==> src/hw/rtl/eiec_pkg.sv <==
// eiec_pkg: types, codes and helper functions for the external interrupt edge controller
// no dependencies; imported by every module of the block
`timescale 1ns / 1ps

package eiec_pkg;

	// line and port geometry
	localparam int NUM_LINES = 16;
	localparam int NUM_PORTS = 4;
	localparam int LEVEL_W   = 16;
	localparam int CODE_W    = 4;
	localparam int IRQ_W     = 7;
	localparam int PSEL_W    = NUM_LINES * CODE_W;
	localparam int CFG_IDX_W = 3;
	localparam int CFG_DAT_W = 64;

	// item commands
	localparam logic CMD_SAMPLE = 1'b0;
	localparam logic CMD_CLEAR  = 1'b1;

	// configuration register indexes
	localparam logic [CFG_IDX_W-1:0] REG_RISING  = 3'd0;
	localparam logic [CFG_IDX_W-1:0] REG_FALLING = 3'd1;
	localparam logic [CFG_IDX_W-1:0] REG_MASK    = 3'd2;
	localparam logic [CFG_IDX_W-1:0] REG_PORTSEL = 3'd3;
	localparam logic [CFG_IDX_W-1:0] REG_IRQ_EN  = 3'd4;

	// source port codes
	localparam logic [CODE_W-1:0] SRC_PORT_A = 4'd0;
	localparam logic [CODE_W-1:0] SRC_PORT_B = 4'd1;
	localparam logic [CODE_W-1:0] SRC_PORT_C = 4'd2;
	localparam logic [CODE_W-1:0] SRC_PORT_D = 4'd3;

	// configuration bundle handed to the edge unit
	typedef struct packed {
		logic [LEVEL_W-1:0] rising_select;
		logic [LEVEL_W-1:0] falling_select;
		logic [LEVEL_W-1:0] line_mask;
		logic [PSEL_W-1:0]  port_select;
		logic [IRQ_W-1:0]   irq_enable;
	} cfg_t;

	// per line source selection, unused codes hold the line low
	function automatic logic [LEVEL_W-1:0] line_levels(
		input logic [LEVEL_W-1:0] pa,
		input logic [LEVEL_W-1:0] pb,
		input logic [LEVEL_W-1:0] pc,
		input logic [LEVEL_W-1:0] pd,
		input logic [PSEL_W-1:0]  psel
	);
		logic [LEVEL_W-1:0] lv;
		logic [CODE_W-1:0]  code;
		lv = '0;
		for (int n = 0; n < NUM_LINES; n++) begin
			code = psel[n*CODE_W +: CODE_W];
			unique case (code)
				SRC_PORT_A: lv[n] = pa[n];
				SRC_PORT_B: lv[n] = pb[n];
				SRC_PORT_C: lv[n] = pc[n];
				SRC_PORT_D: lv[n] = pd[n];
				default:    lv[n] = 1'b0;
			endcase
		end
		return lv;
	endfunction

	// interrupt request grouping and gating
	function automatic logic [IRQ_W-1:0] irq_out(
		input logic [LEVEL_W-1:0] p,
		input logic [IRQ_W-1:0]   en
	);
		logic [IRQ_W-1:0] r;
		r[4:0] = p[4:0];
		r[5]   = |p[9:5];
		r[6]   = |p[15:10];
		return r & en;
	endfunction

endpackage

==> src/hw/rtl/eiec_cfg_regs.sv <==
// eiec_cfg_regs: configuration register file written through the cfg word channel
// depends on eiec_pkg
`timescale 1ns / 1ps

module eiec_cfg_regs import eiec_pkg::*; (
	input  logic                 clk,
	input  logic                 arst_n,
	input  logic                 cfg_valid,
	output logic                 cfg_ready,
	input  logic [CFG_IDX_W-1:0] cfg_index,
	input  logic [CFG_DAT_W-1:0] cfg_data,
	output cfg_t                 cfg
);

	cfg_t cfg_q;

	// writes are always taken
	assign cfg_ready = 1'b1;

	// register write decode, unknown indexes are dropped
	always_ff @(posedge clk or negedge arst_n) begin
		if (!arst_n) begin
			cfg_q <= '0;
		end else if (cfg_valid) begin
			unique case (cfg_index)
				REG_RISING:  cfg_q.rising_select  <= cfg_data[LEVEL_W-1:0];
				REG_FALLING: cfg_q.falling_select <= cfg_data[LEVEL_W-1:0];
				REG_MASK:    cfg_q.line_mask      <= cfg_data[LEVEL_W-1:0];
				REG_PORTSEL: cfg_q.port_select    <= cfg_data[PSEL_W-1:0];
				REG_IRQ_EN:  cfg_q.irq_enable     <= cfg_data[IRQ_W-1:0];
				default: begin
				end
			endcase
		end
	end

	assign cfg = cfg_q;

endmodule

==> src/hw/rtl/eiec_edge_unit.sv <==
// eiec_edge_unit: line level tracking, edge detection and pending bit state
// depends on eiec_pkg
`timescale 1ns / 1ps

module eiec_edge_unit import eiec_pkg::*; (
	input  logic               clk,
	input  logic               arst_n,
	input  logic               upd,
	input  logic               cmd,
	input  logic [LEVEL_W-1:0] port_a,
	input  logic [LEVEL_W-1:0] port_b,
	input  logic [LEVEL_W-1:0] port_c,
	input  logic [LEVEL_W-1:0] port_d,
	input  logic [LEVEL_W-1:0] clear_bits,
	input  cfg_t               cfg,
	output logic [LEVEL_W-1:0] pending_next,
	output logic [IRQ_W-1:0]   irq_next
);

	logic [LEVEL_W-1:0] prev_q;
	logic [LEVEL_W-1:0] pending_q;
	logic [LEVEL_W-1:0] cur;
	logic [LEVEL_W-1:0] hit;
	logic [LEVEL_W-1:0] prev_next;

	// edge detection against the last sampled levels
	always_comb begin
		cur = line_levels(port_a, port_b, port_c, port_d, cfg.port_select);
		hit = ((cur & ~prev_q & cfg.rising_select) |
		       (prev_q & ~cur & cfg.falling_select)) & cfg.line_mask;
		if (cmd == CMD_SAMPLE) begin
			pending_next = pending_q | hit;
			prev_next    = cur;
		end else begin
			pending_next = pending_q & ~clear_bits;
			prev_next    = prev_q;
		end
		irq_next = irq_out(pending_next, cfg.irq_enable);
	end

	// state update once per word
	always_ff @(posedge clk or negedge arst_n) begin
		if (!arst_n) begin
			prev_q    <= '0;
			pending_q <= '0;
		end else if (upd) begin
			prev_q    <= prev_next;
			pending_q <= pending_next;
		end
	end

	// clear words leave the level history alone
	assert property (@(posedge clk) disable iff (!arst_n)
		upd && cmd == CMD_CLEAR |=> prev_q == $past(prev_q))
		else $error("level history changed on a clear word");

	// sampling never drops a pending bit
	assert property (@(posedge clk) disable iff (!arst_n)
		upd && cmd == CMD_SAMPLE |=> (pending_q & $past(pending_q)) == $past(pending_q))
		else $error("pending bit lost on a sample word");

	// clearing never raises a pending bit
	assert property (@(posedge clk) disable iff (!arst_n)
		upd && cmd == CMD_CLEAR |=> (pending_q & ~$past(pending_q)) == '0)
		else $error("pending bit set on a clear word");

	// masked lines never become pending
	assert property (@(posedge clk) disable iff (!arst_n)
		upd && cmd == CMD_SAMPLE |=>
		(pending_q & ~$past(pending_q) & ~$past(cfg.line_mask)) == '0)
		else $error("masked line became pending");

endmodule

==> src/hw/rtl/external_interrupt_edge_controller.sv <==
// external_interrupt_edge_controller: top level, input stage, edge unit and result stage
// depends on eiec_pkg, eiec_cfg_regs, eiec_edge_unit
// path: a taken word is held in the input stage, passes through the edge unit and is registered in the result stage
// throughput: one word per cycle while no result word is held, set by the single pass through the edge unit
// stalls: a held result word backs up into the input stage, in_ready drops once both are full
// reset: all configuration, level history and pending bits clear to zero
`timescale 1ns / 1ps

module external_interrupt_edge_controller import eiec_pkg::*; (
	input  logic                 clk,
	input  logic                 arst_n,
	input  logic                 in_valid,
	output logic                 in_ready,
	input  logic                 cmd,
	input  logic [LEVEL_W-1:0]   port_a_levels,
	input  logic [LEVEL_W-1:0]   port_b_levels,
	input  logic [LEVEL_W-1:0]   port_c_levels,
	input  logic [LEVEL_W-1:0]   port_d_levels,
	input  logic [LEVEL_W-1:0]   clear_bits,
	output logic                 out_valid,
	input  logic                 out_ready,
	output logic [LEVEL_W-1:0]   pending_lines,
	output logic [IRQ_W-1:0]     irq_lines,
	input  logic                 cfg_valid,
	output logic                 cfg_ready,
	input  logic [CFG_IDX_W-1:0] cfg_index,
	input  logic [CFG_DAT_W-1:0] cfg_data
);

	cfg_t               cfg;
	logic               valid_s1;
	logic               cmd_s1;
	logic [LEVEL_W-1:0] port_a_s1;
	logic [LEVEL_W-1:0] port_b_s1;
	logic [LEVEL_W-1:0] port_c_s1;
	logic [LEVEL_W-1:0] port_d_s1;
	logic [LEVEL_W-1:0] clear_s1;
	logic               valid_s2;
	logic [LEVEL_W-1:0] pending_s2;
	logic [IRQ_W-1:0]   irq_s2;
	logic [LEVEL_W-1:0] pending_next;
	logic [IRQ_W-1:0]   irq_next;
	logic               adv;

	// configuration registers
	eiec_cfg_regs u_cfg (
		.clk       (clk),
		.arst_n    (arst_n),
		.cfg_valid (cfg_valid),
		.cfg_ready (cfg_ready),
		.cfg_index (cfg_index),
		.cfg_data  (cfg_data),
		.cfg       (cfg)
	);

	// stage handshake
	assign adv      = valid_s1 && (!valid_s2 || out_ready);
	assign in_ready = !valid_s1 || adv;

	// stage valid flags
	always_ff @(posedge clk or negedge arst_n) begin
		if (!arst_n) begin
			valid_s1 <= 1'b0;
			valid_s2 <= 1'b0;
		end else begin
			if (in_ready) begin
				valid_s1 <= in_valid;
			end
			if (adv) begin
				valid_s2 <= 1'b1;
			end else if (out_ready) begin
				valid_s2 <= 1'b0;
			end
		end
	end

	// input word register
	always_ff @(posedge clk) begin
		if (in_valid && in_ready) begin
			cmd_s1    <= cmd;
			port_a_s1 <= port_a_levels;
			port_b_s1 <= port_b_levels;
			port_c_s1 <= port_c_levels;
			port_d_s1 <= port_d_levels;
			clear_s1  <= clear_bits;
		end
	end

	// edge detection and pending state
	eiec_edge_unit u_edge (
		.clk          (clk),
		.arst_n       (arst_n),
		.upd          (adv),
		.cmd          (cmd_s1),
		.port_a       (port_a_s1),
		.port_b       (port_b_s1),
		.port_c       (port_c_s1),
		.port_d       (port_d_s1),
		.clear_bits   (clear_s1),
		.cfg          (cfg),
		.pending_next (pending_next),
		.irq_next     (irq_next)
	);

	// result word register
	always_ff @(posedge clk) begin
		if (adv) begin
			pending_s2 <= pending_next;
			irq_s2     <= irq_next;
		end
	end

	assign out_valid     = valid_s2;
	assign pending_lines = pending_s2;
	assign irq_lines     = irq_s2;

endmodule
==> config.mk <==
export PLATFORM = sky130hd
export DESIGN_NAME = external_interrupt_edge_controller
export DESIGN_NICKNAME = d
export VERILOG_FILES = /design/src/hw/rtl/eiec_pkg.sv /design/src/hw/rtl/eiec_cfg_regs.sv /design/src/hw/rtl/eiec_edge_unit.sv /design/src/hw/rtl/external_interrupt_edge_controller.sv
export SDC_FILE = /design/constraint.sdc
export NUM_CORES = 1
export LEC_CHECK = 0
export BUFFER_PORTS_ARGS = -buffer_cell sky130_fd_sc_hd__buf_2
export CAP_MARGIN = 20
export CORE_ASPECT_RATIO = 0.7
export CORE_MARGIN = 2
export CORE_UTILIZATION = 40
export DETAILED_ROUTE_END_ITERATION = 8
export PLACE_DENSITY = 0.66
export RECOVER_POWER = 50
export SLEW_MARGIN = 20
export SYNTH_ARGS = -nofsm -noshare
export SYNTH_HDL_FRONTEND = slang
export SYNTH_SLANG_ARGS = --single-unit
export TNS_END_PERCENT = 5
==> constraint.sdc <==
create_clock -name clk -period 5.49 [get_ports clk]
set_input_delay 0.549 -clock clk [delete_from_list [all_inputs] [get_ports clk]]
set_output_delay 0.549 -clock clk [all_outputs]
set_load 0.02 [all_outputs]
==> impl_metrics.toml <==
[run_status]
status = "complete, but fails checks"
violations = "capacitance limit, slew limit"

[hold_path]
hold_path.class = "in -> reg"

[drt]
first_iter_violations = 304
first_pass_iters = 5
wl_per_cell_um = 17.9
antenna_left = 0
wl_mm = 21.1
viasPerCell = 4.96
vias = 5863
drc_errors = 0

[timing]
whs_ps = 193
slew_violations = 126
period_share_pct = 54.6
rsz0062_at_grt = "no"
finClkSkew_ps = 8.78
max-slew-margin-rel_pct = -77.0
finalHoldViolCount = 0
tightest_slew_ps = 2660
worst_slack_ps = 2490
fin_crit_ps = 3000
setup_violations = 0
max_freq_mhz = 333
fin_tns_setup_ps = 0

[placement]
place.gp.congestion = 0.754
portBuffers = 177
dp_hpwl_mm = 13.9
post-place-ws_ps = 2920

[power]
powerDensity_nw_per_um2 = 426
combPwrFrac_pct = 13.7
power_frac_seq_pct = 48.6
switchingPower_w = 0.00127
ir_worst_vdd_v = 0.000288
total_leakage_power_nw = 5.19
p_int_w = 0.00394
power_frac_clock_pct = 37.7
p_sw_share_pct = 24.4
p_total_w = 0.00521

[clocking]
ctsResizeCount = 0
postCtsHoldBufs = 0
htreeDepth = 1
cts_root_buf = "clkbuf_16"
post-cts-setup-buffers = 0
path_clk_slew_ps = 60
clockBufferDepth = 3
cts_tree = "done"
clk_latency_ps = 530
clock-sinks = 257
numCtsBuffers = 26

[synth]
yosysWarnings = 0
ys_top_cells_by_count = "dfrtp_1 (153), mux2_2 (119), edfxtp_1 (104)"
syn_nets = 798
syn_inst = 645
synthTopCellsByArea = "dfrtp_1 (38%), edfxtp_1 (31%), mux2_2 (13%), mux4_2 (2.5%), nand2_1 (2.4%)"
synth_edf_count = 104
synth_most_common_cell = "dfrtp_1"
synth.largest_area_cell = "dfrtp_1"
syn_area_um2 = 10000
ys.flop_type = "dfrtp_1"
synth.top_cell.area_share_pct = 38.2
ys_ff_latch = 257
synth_cell_types = 43
ys_seq_area_share_pct = 69.3
syn_avg_cell_area_um2 = 15.5
async_flop_share_pct = 59.5

[floorplan]
ioPinCount = 179
die_y_um = 136
start_util_pct = 40.7
rows = 48
die_x_um = 193
core_area_um2 = 24600
dieArea_um2 = 26400

[global_route]
grt_overflow_total = 0
grt_pass1_vias = 6102
track_usage_pct = 16.4
grt_max_degree = 104
grt_pass1_wl_mm = 33.9
antenna_found_initial = 1

[critical_path]
end_kind = "flop"
critPathMaxFanout = 61
start_kind = "flop"
cp.arrival_ps = 3150
crit_type = "reg -> reg"
cp.required_ps = 5640

[final_layout]
drive_above_1_share_pct = 39.1
nets = 989
syn_to_final_growth_pct = 22.0

[run]
max-cap-violations = 2
[cells in the final DEF, fill, tap and decap left out, drive strengths merged, types with 2 or more instances in the layout]
| cell | count |
|---|---|
| and3b | 5 |
| a32o | 5 |
| nor2b | 6 |
| a211o | 5 |
| clkinv | 4 |
| o31ai | 5 |
| mux2 | 119 |
| clkinvlp | 3 |
| mux2i | 14 |
| o21a | 5 |
| o21ai | 35 |
| inv | 16 |
| a221o | 2 |
| nand2b | 12 |
| mux4 | 11 |
| a211oi | 10 |
| a31oi | 4 |
| a2bb2oi | 4 |
| dfrtp | 153 |
| a21oi | 9 |
| and4 | 2 |
| nor4b | 5 |
| clkbuf | 65 |
| buf | 154 |
| edfxtp | 104 |
| o211a | 5 |
| bufinv | 5 |
| and3 | 2 |
| nand2 | 63 |
| nor2 | 12 |
[power by group through the flow]
stage	Sequential, W	Combinational, W	Clock, W
final	0.00253	0.000714	0.00196
after global routing	0.00258	0.000801	0.00209
after floorplan	0.00255	0.000474	0
after global placement	0.00256	0.000713	0
after detailed placement	0.00257	0.000731	0
after CTS	0.00253	0.000736	0.00201
[layout make-up]
class | instances | area (um^2)
antenna | 1 | 2.50
sequential | 257 | 6950
multi-input combinational | 352 | 2950
tap | 325 | 407
fill | 2134 | 12400
clock buffer | 36 | 771
timing repair buffer | 183 | 893
inverter | 16 | 60.1
clock inverter | 12 | 196
[routing by layer]
layer / up-vias / track usage [%] / routed length (um)
li1: 2783 / - / -
met1: 2887 / 23.8 / 10200
met2: 162 / 25.0 / 9270
met3: 29 / 4.02 / 1280
met4: 2 / 3.52 / 387
met5: - / 0 / 13
[flip-flops by register name, summed over array words and instances (netlist names), 7 cells and up]
register / cells
u_cfg.cfg: 119
port_d_s1: 16
u_edge.prev_q: 16
clear_s1: 16
port_b_s1: 16
port_c_s1: 16
u_edge.pending_q: 16
port_a_s1: 16
irq_lines: 7
pending_lines: 16
[logic make-up after synthesis]
family	share of synthesized area (%)
buffers and inverters	1.42
other	0.0374
AND/OR/NAND/NOR	5.83
AO/OA/AOI/OAI	6.14
multiplexers	17.2
flip-flops	69.3
[worst max-delay path, cell delays in order (launching register included)]
cell	delay (ps)
dfrtp_1	390
nand3b_1	110
and2_0	1180
buf_4	820
[through the flow]
stage | cell area, um^2 | util [%] | std cells
2_1_floorplan | 10000 | - | 645
3_3_place_gp | 11300 | 46.0 | 1133
3_5_place_dp | 11300 | 46.0 | 1133
4_1_cts | 12300 | 49.9 | 1181
5_1_grt | 12200 | 49.7 | 1181
6_report | 12200 | 49.7 | 1182
[worst paths after layout]
check	from	end	slack [ps]	depth (start not counted)
worst min register to register	u_edge.pending_q[8]	u_edge.pending_q[8]	480	2
worst min-delay path	port_b_levels[13]	port_b_s1[13]	190	1
worst max register to register	out_valid	port_b_s1[4]	2490	3
min in group asynchronous	arst_n	u_cfg.cfg[1]	850	1
max in group asynchronous	arst_n	u_cfg.cfg[18]	2810	2
worst max-delay path	out_valid	port_b_s1[4]	2490	3
Power figures use the tool's default switching activity.
